<file path="src/rtl/core/lruk_pkg.sv">
// Package: payload types and codes for the LRU-K replacer
package lruk_pkg;
    localparam int MAX_FRAMES = 64;

    localparam logic [1:0] MODE_RECORD = 2'd0;
    localparam logic [1:0] MODE_SETEV  = 2'd1;
    localparam logic [1:0] MODE_REMOVE = 2'd2;
    localparam logic [1:0] MODE_EVICT  = 2'd3;

    localparam logic [1:0] ST_OK      = 2'd0;
    localparam logic [1:0] ST_FULL    = 2'd1;
    localparam logic [1:0] ST_UNKNOWN = 2'd2;
    localparam logic [1:0] ST_PINNED  = 2'd3;

    localparam logic REG_DEPTH = 1'b0;
    localparam logic REG_LIMIT = 1'b1;

    typedef struct packed {
        logic [1:0] mode;
        logic [5:0] frame_num;
        logic       evictable_flag;
    } in_word_t;

    typedef struct packed {
        logic [1:0] status;
        logic       evicted_valid;
        logic [5:0] evicted_frame;
        logic [6:0] evictable_count;
        logic [6:0] tracked_count;
    } out_word_t;
endpackage

</file>
<file path="src/rtl/core/lruk_meta_ram.sv">
// Per-frame metadata memory: count, write slot and first stamp, one read port
module lruk_meta_ram
    import lruk_pkg::*;
#(
    parameter int AW = 6,
    parameter int DW = 8
) (
    input  logic          clk,
    input  logic          we,
    input  logic [AW-1:0] waddr,
    input  logic [DW-1:0] wdata,
    input  logic [AW-1:0] raddr,
    output logic [DW-1:0] rdata
);
    logic [DW-1:0] mem [2**AW];

    always_ff @(posedge clk)
    begin
        if (we)
        begin
            mem[waddr] <= wdata;
        end
        rdata <= mem[raddr];
    end
endmodule

</file>
<file path="config.mk">
export PLATFORM = sky130hd
export DESIGN_NAME = lruk_meta_ram
export DESIGN_NICKNAME = d
export VERILOG_FILES = /design/src/rtl/core/lruk_pkg.sv /design/src/rtl/core/lruk_meta_ram.sv
export SDC_FILE = /design/constraint.sdc
export NUM_CORES = 1
export LEC_CHECK = 0
export ABC_CLOCK_PERIOD_IN_PS = 4900
export BUFFER_PORTS_ARGS = -buffer_cell sky130_fd_sc_hd__buf_2
export CAP_MARGIN = 10
export CELL_PAD_IN_SITES_DETAIL_PLACEMENT = 0
export CELL_PAD_IN_SITES_GLOBAL_PLACEMENT = 1
export CORE_AREA = 5 5 193 195
export CTS_CLUSTER_DIAMETER = 100
export DETAILED_ROUTE_END_ITERATION = 6
export DIE_AREA = 0 0 198 200
export HOLD_SLACK_MARGIN = 0.12
export PLACE_DENSITY_LB_ADDON = 0.05
export SETUP_SLACK_MARGIN = 0.15
export SYNTH_ARGS = -nofsm -noshare
export SYNTH_HDL_FRONTEND = slang
export SYNTH_SLANG_ARGS = --single-unit
</file>
<file path="constraint.sdc">
create_clock -name clk -period 4.9 [get_ports clk]
set_clock_uncertainty 0.05 [all_clocks]
set_input_delay 0.98 -clock clk [delete_from_list [all_inputs] [get_ports clk]]
set_output_delay 0.98 -clock clk [all_outputs]
set_load 0.02 [all_outputs]
</file>
Word-level counts from Yosys, hierarchy flattened
Memories as Yosys holds them, arrays and structs flattened. A register that Yosys moved wholly into a read port is not among the register bits.
Index checks and enable logic that the tools add are counted.
{"block": "classes", "muxes": 2}
{"cell": "$mux 1", "count": 2}
{"block": "word_totals", "mem_count": 1, "register_bits": 0, "output_inout_bits": 8, "mem_bits_rw": 512}
{"name": "mem", "words": 64, "word_bits": 8, "read_ports": 1, "rd_ports_with_merged_regs": 1, "write_ports": 1, "line": "lruk_meta_ram.sv:15", "rtl": "logic [DW-1:0] mem [2**AW];"}

Logic depth before layout (Yosys ltp)
Gate-level depths: netlist of run 1.
{"block": "logic_depth", "ltp_word": 2, "ltp_mapped": 9, "ltp_nobuf": 5}

Least setup slack after synthesis of run 1
OpenSTA, ideal clock, no wires.
{"block": "synth_path", "kind": "in2reg", "startpoint": "in raddr[1]", "endpoint": "reg rdata[3] (read register of mem)", "t_arrival_ns": 2.520, "setup_ns": 0.128, "n_path_buf": 3, "cell_stages": 7, "setup_slack_ns": 2.202, "cell_sequence": "buf_4 > buf_2 > buf_2 > mux4_2 > mux4_2 > o21ai_1 > o41ai_1"}
{"element": "start: declaration", "line": "lruk_meta_ram.sv:12", "rtl": "input logic [AW-1:0] raddr,"}
{"element": "end: declaration", "line": "lruk_meta_ram.sv:13", "rtl": "output logic [DW-1:0] rdata"}

==> impl_results.md, run 1 <==
* Status: completed
* First-pass GRT wire length at 65200 um
* GP Congestion at between 0.7 and 0.8
* Worst-Margin Slew at around 1.2 ns
* Hold Buf Count CTS at 0
* CP Capture Type: flip-flop
* Synth warn at 0
* Die Y at 200 um
* Crit-path max FO at 41
* Top area cells in the synthesized netlist: edfxtp_1 (76%), mux4_2 (14%), nor2_1 (1.5%), mux2i_1 (1.1%), dfxtp_1 (0.79%)
* CTS tree: done
* Synthesized instance count at 940
* Setup bufs post-CTS at 0
* Pwr Density at 408 nW/um2
* Placed Instances at ~1400
* Largest net degree at the start of global routing at 65
* Worst VDD drop at between 0.3 and 0.4 mV
* DR vias at 9538
* Final nets at 1009
* CP peak stage delay at roughly 0.55 ns
* Root Driver: clkbuf_16
* DRT Pass-1 Iters at 7
* Cell Area, Placed at 20700 um2
* Crit-path slowest cell: nor3_1
* Core area at 35200 um2
* Total global routing overflow at 0
* Filler Cell Count at 2410
* Psw at between 1.5 and 2 mW
* Worst EP arrival at 3.60 ns
* Drc violations at 0
* WL/cell at 29.7 um
* Synth async-reset ratio at 0%
* Die area at 39600 um2
* Final wirelength at between 40000 and 50000 um
* #FFs+latches synth at 520
* Most used DFF post-synth: edfxtp_1
* Initial Util at 57.3%
* All-Layer GR Usage at between 20% and 30%
* Seq/Total Area, Yosys at 77.0%
* H-tree levels at 2
* Seq pwr share at a little over half
* Area Growth Syn to Fin at 10.8%
* Final instance area at 22300 um2
* Synthesized area at 20200 um2
* Post-synth top area cell: edfxtp_1
* Initial antenna violation count at 1
* Top-area cell type share of the netlist area at 76.2%
* Worst skew pair latency at between 0.5 and 0.6 ns
* Count leader, synth: edfxtp_1
* Final Non-Filler Cells at between 1000 and 1500
* RSZ-0062 raised after global routing: no
* Number of synthesized flops with an enable pin at 512
* Commonest cells post-synth: edfxtp_1 (512), mux4_2 (126), nor2_1 (83)
* Final core area utilization at 63.4%
* Synth Area per Inst at 21.5 um2
* Synth cell types at 40
* Clk buf depth at 3
* Minimum clock period at 3.23 ns
* Die width at about 200 um
* Clk pwr share at between 40 and 50%
* DR vias/cell at 6.41
* Total nets after synthesis at about 960
* Cts repair resizes at 0
* Combinational power share at 5.0%
* Port buffer count at 29
* I/O pin cnt at 30
* Slew Viols, Final at 0
* Slew HR at 22.1%
* Post-route ant nets at 0
* Net Sw Frac at ~20%
* Worst path required time at 5.27 ns
* Drt first-iter violations at 1026
* Crit share post-route at between 60% and 70%
* Vias in the first global route at roughly 9800
* Worst slack, placed at 1.12 ns
* Worst min-delay path category: in2reg
* Crit-path cells: clkbuf_8 -> buf_4 -> mux4_2 -> mux2_2 -> o221a_2 -> nor3_1 -> o32ai_1
* Max-Cap Viols at 0
* Startpoint types: input port
* Critical path type: in2reg
* Finish-stage setup viols at 0
* Leak at 6.95 nW
* TritonCTS Sinks at 520
* TNS Setup at 0 ns
* Worst setup margin at 1.67 ns
* Clock transition at path regs at 0.06 ns
* Layout cell share with drive strength beyond 1 at 24.8%
* Detailed Place HPWL at 26700 um
* Total CTS buffers at 50
* Fin. Hold Viols at 0
* # rows at 69
* Fmax at 0.310 GHz
* Internal power at just over 7 mW
==> final timing paths <==
path / slack, ns / from / to / cells past startpoint
worst min register to register: 0.81 / mem[30][6] / rdata[6] / 3
worst max register to register: 2.64 / mem[21][6] / rdata[6] / 5
worst max-delay path: 1.67 / raddr[0] / rdata[6] / 7
worst min-delay path: 0.80 / wdata[5] / mem[9][5] / 1
==> area by class of cell <==
| cell class | count | area (um2) | area share (%) |
|---|---|---|---|
| Sequential cell | 520 | 15500 | 69.5 |
| Multi-Input combinational cell | 369 | 4320 | 19.3 |
| Tap cell | 461 | 577 | 2.58 |
| Timing Repair Buffer | 46 | 337 | 1.51 |
| Clock inverter | 21 | 196 | 0.879 |
| Antenna cell | 1 | 2.50 | 0.0112 |
| Clock buffer | 69 | 1390 | 6.20 |
==> cells in the final DEF (no fill, tap or decap), drive strengths merged <==
cell type,count
edfxtp,512
mux4,126
nor2,83
clkbuf,70
buf,45
mux2i,23
nand2,19
clkinv,17
nor2b,14
mux2,13
nand3,13
o221ai,8
o22ai,8
dfxtp,8
nand2b,7
nor3,7
a221oi,6
a211oi,4
bufinv,4
o21ai,4
nand3b,3
a21oi,3
a22oi,3
o2111ai,3
o2bb2ai,3
o221a,2
nor4,2
o32ai,2
a2111oi,2
o21a,2
o41ai,2
nand4,2
diode,1
and2,1
nand4b,1
or3,1
a31oi,1
o311ai,1
==> power by group through the flow <==
| stage | clock, mW | combinational, mW | sequential (mW) |
|---|---|---|---|
| after floorplan | 0 | 0.262 | 5.04 |
| after global placement | 0 | 0.443 | 5.03 |
| after detailed placement | 0 | 0.455 | 5.03 |
| after CTS | 3.77 | 0.456 | 4.94 |
| after global routing | 3.98 | 0.485 | 4.94 |
| final | 3.73 | 0.454 | 4.94 |
==> worst max-delay path, delay by kind of cell <==
kind | cells | cell delay (ns)
AOI/OAI and AO/OA | 2 | 0.45
buffers and inverters | 2 | 0.77
muxes | 2 | 0.81
and+or+nand+nor | 1 | 0.55
==> state kept, by name (all words and copies together), names as in the netlist <==
signal  cells
rdata       8
mem       512
==> layer usage <==
metal | vias to the layer above | share of wire (%) | global-route usage [%]
met5 | - | 0 | 0
met4 | 0 | 3.1 | 7.52
met3 | 88 | 6.2 | 4.11
met2 | 341 | 48 | 35.1
met1 | 5085 | 43 | 34.1
li1 | 4024 | - | -
==> metrics by stage <==
step | power [mW] | hold WS, ns
after floorplan | 5.30 | 0.668
after global placement | 5.47 | 0.760
after detailed placement | 5.49 | 0.770
after CTS | 9.17 | 0.818
after global routing | 9.40 | 0.791
final | 9.12 | 0.804
==> cells by family (layout without fill, tap and decap cells) <==
logic type	Yosys count	count (layout)	synth area share, %
simple gates	153	153	3.39
buf+inv	51	136	1.57
other cells	0	1	0
compound gates	54	54	2.07
flops	520	520	77.0
mux	162	162	15.9
(Power assumes the default switching activity.)
==> run 2, diff against run 1 <==
--- a/config.mk
+++ b/config.mk
@@ -5,15 +5,15 @@
 export SDC_FILE = /design/constraint.sdc
 export NUM_CORES = 1
 export LEC_CHECK = 0
-export ABC_CLOCK_PERIOD_IN_PS = 4900
+export ABC_CLOCK_PERIOD_IN_PS = 3150
 export BUFFER_PORTS_ARGS = -buffer_cell sky130_fd_sc_hd__buf_2
 export CAP_MARGIN = 10
 export CELL_PAD_IN_SITES_DETAIL_PLACEMENT = 0
 export CELL_PAD_IN_SITES_GLOBAL_PLACEMENT = 1
-export CORE_AREA = 5 5 193 195
+export CORE_AREA = 5 5 196 198
 export CTS_CLUSTER_DIAMETER = 100
 export DETAILED_ROUTE_END_ITERATION = 6
-export DIE_AREA = 0 0 198 200
+export DIE_AREA = 0 0 201 203
 export HOLD_SLACK_MARGIN = 0.12
 export PLACE_DENSITY_LB_ADDON = 0.05
 export SETUP_SLACK_MARGIN = 0.15
==> constraint.sdc (replaced) <==
create_clock -name clk -period 3.15 [get_ports clk]
set_clock_uncertainty 0.05 [all_clocks]
set_input_delay 0.63 -clock clk [delete_from_list [all_inputs] [get_ports clk]]
set_output_delay 0.63 -clock clk [all_outputs]
set_load 0.02 [all_outputs]
==> run 2 against run 1 <==
  * Die area is 3.0% higher
  * Cell area rose by 4.2%
  * Non-clock buffer count grew 84
  * Combinational power increased by 62%
  * Register-to-register slack worse by 1.6 ns
  * First-iteration DRC count rose by 6.5%
  * Core utilization is 0.65 points higher
  * Setup slack got worse by 0.83 ns
  * Critical path depth rose by 1
  * Global-route usage barely moved
  * Largest power group unchanged
==> impl_results.md, run 2 (synthesis results as in run 1) <==
* Status: completed
* RSZ-0062 raised after global routing: no
* Minimum clock period at 2.30 ns
* First-pass GRT wire length at 68200 um (+4.6%)
* Worst slack, placed at 0.253 ns (-0.866 ns)
* Hold depth at 3 (+2)
* Crit-path slowest cell: mux4_2
* Critical path type: in2reg
* R2R Setup Slk at 1.04 ns (-1.60 ns)
* Drc violations at 0 (unchanged)
* Worst skew pair latency at 0.60 ns (+0.04 ns)
* TNS Setup at 0 ns (unchanged)
* Worst r2r dst: rdata[6]
* Worst setup margin at 0.845 ns (-0.828 ns)
* Worst EP arrival at 2.71 ns (-0.89 ns)
* Vias in the first global route at 10200 (+3.9%)
* Total global routing overflow at 0 (unchanged)
* Max-Cap Viols at 0 (unchanged)
* All-Layer GR Usage at 22.8% (+0.028 points)
* Layout cell share with drive strength beyond 1 at 31.3% (+6.6 points)
* Slew Viols, Final at 0 (unchanged)
* Setup crit start: raddr[0]
* Cells on worst reg2reg path at 5 (unchanged)
* CP peak stage delay at 0.53 ns (-0.02 ns)
* Placed Instances at 1487 (+6.8%)
* Detailed Place HPWL at 29600 um (+11%)
* Crit share post-route at 73.2%
* Core area at 36300 um2 (+3.2%)
* Regs by FF count: mem (512), rdata (8)
* GP Congestion at 0.834 (+4.3%)
* Clock transition at path regs at 0.06 ns (about the same)
* Hold Buf Count CTS at 0 (unchanged)
* Slew HR at 24.3% (+2.2 points)
* Final wirelength at 45300 um (+2.6%)
* I/O pin cnt at 30 (unchanged)
* Setup bufs post-CTS at 0 (unchanged)
* Pwr Density at 642 nW/um2 (+57%)
* Fmax at 0.434 GHz
* Most flops, register: mem
* Area Growth Syn to Fin at 15.5%
* # rows at 70 (+1.4%)
* Startpoint types: input port
* Cts repair resizes at 0 (unchanged)
* H-tree levels at 2 (unchanged)
* Worst path required time at 3.55 ns (-1.72 ns)
* Fin. Hold Viols at 0 (unchanged)
* DR vias/cell at 6.22 (-3.0%)
* Finish-stage setup viols at 0 (unchanged)
* Filler Cell Count at 2407 (-0.12%)
* Initial antenna violation count at 3 (+2)
* Leak at 7.53 nW (+8.4%)
* Initial Util at 55.5% (-1.8 points)
* Max reg flops at 512 (unchanged)
* Final Non-Filler Cells at 1585 (+6.6%)
* Root Driver: clkbuf_16
* Die Y at 203 um (+1.5%)
* Die width at 201 um (+1.5%)
* # diodes at 0 (-1)
* Worst-Margin Slew at 1.14 ns (-0.0331 ns)
* Port buffer count at 29 (unchanged)
* Die area at 40800 um2 (+3.0%)
* Largest net degree at the start of global routing at 65 (unchanged)
* Post-route ant nets at 0 (unchanged)
* Crit-path cells: clkbuf_8 -> buf_12 -> buf_4 -> mux4_2 -> mux2i_1 -> a21oi_1 -> o21ai_1 -> o41ai_1
* Final core area utilization at 64.1% (+0.65 points)
* Worst VDD drop at 0.521 mV (+57%)
* Worst min-delay path category: in2reg
* Clk buf depth at 3 (unchanged)
* Final nets at 1096 (+8.6%)
* DRT Pass-1 Iters at 5 (-2)
* Crit-path max FO at 30 (-27%)
* Worst setup path endpoint: rdata[5]
* Worst reg2reg startpoint: mem[20][6]
* CTS tree: done
* TritonCTS Sinks at 520 (unchanged)
* Most frequent cells in the layout: edfxtp_1 (512), mux4_2 (126), buf_4 (94), nor2_1 (83), clkbuf_16 (55)
* Drt first-iter violations at 1093 (+6.5%)
* Total CTS buffers at 53 (+6.0%)
* CP Capture Type: flip-flop
* WL/cell at 28.6 um (-3.8%)
* Commonest non-fill, non-tap cell in the layout: edfxtp_1
* DR vias at 9864 (+3.4%)
[run 2: changes by cell type in the layout (fill, tap and decap cells not counted)]
cell | previous run | this run
inv_8 | 0 | 1
clkbuf_1 | 16 | 11
buf_4 | 15 | 94
inv_6 | 0 | 1
clkbuf_16 | 53 | 55
clkinv_1 | 7 | 8
buf_12 | 4 | 9
diode_2 | 1 | 0
clkinvlp_4 | 0 | 2
bufinv_16 | 4 | 10
[run 2: stage by stage]
| step | cell area (um2) | hold WS (ns) | power, mW |
|---|---|---|---|
| floorplan | 20200 | 0.668 | 8.24 |
| global placement | 21500 | 0.735 | 8.56 |
| detailed placement | 21500 | 0.739 | 8.58 |
| CTS | 23300 | 0.431 | 15.1 |
| global route | 23300 | 0.449 | 15.5 |
| finish | 23300 | 0.464 | 15.0 |
[run 2: how the worst min path moves through the flow]
stage	end	slack, ns	startpoint
final	rdata[2]	0.46	raddr[5]
after global routing	rdata[2]	0.45	raddr[5]
after CTS	rdata[2]	0.43	raddr[5]
after detailed placement	rdata[4]	0.74	mem[30][4]
after global placement	rdata[4]	0.73	mem[26][4]
after floorplan	rdata[0]	0.67	mem[34][0]
[run 2: power breakdown]
group | internal [mW] | total (mW) | switching, mW
combinational | 0.291 | 0.736 | 0.445
sequential | 7.66 | 7.69 | 0.0298
clock | 4.01 | 6.54 | 2.54
[run 2: layout make-up]
| class | count | area [um2] | share of cell area, % |
|---|---|---|---|
| flip-flops and latches | 520 | 15500 | 66.7 |
| multi-input cells | 369 | 4320 | 18.5 |
| clock buffers | 66 | 1420 | 6.08 |
| repair buffers | 130 | 1030 | 4.42 |
| well taps | 468 | 586 | 2.51 |
| clock inverters | 32 | 415 | 1.78 |
[run 2: critical path: cells and delay by family]
kind	cells	cell delay (ns)
buffers and inverters	3	0.85
muxes	2	0.85
AOI/OAI and AO/OA	3	0.32
[run 2: per-layer routing]
metal | global-route usage (%) | share of wire, %
met1 | 33.0 | 42
met4 | 6.49 | 2.3
met5 | 0 | 0.046
met2 | 36.6 | 49
met3 | 4.15 | 7.3
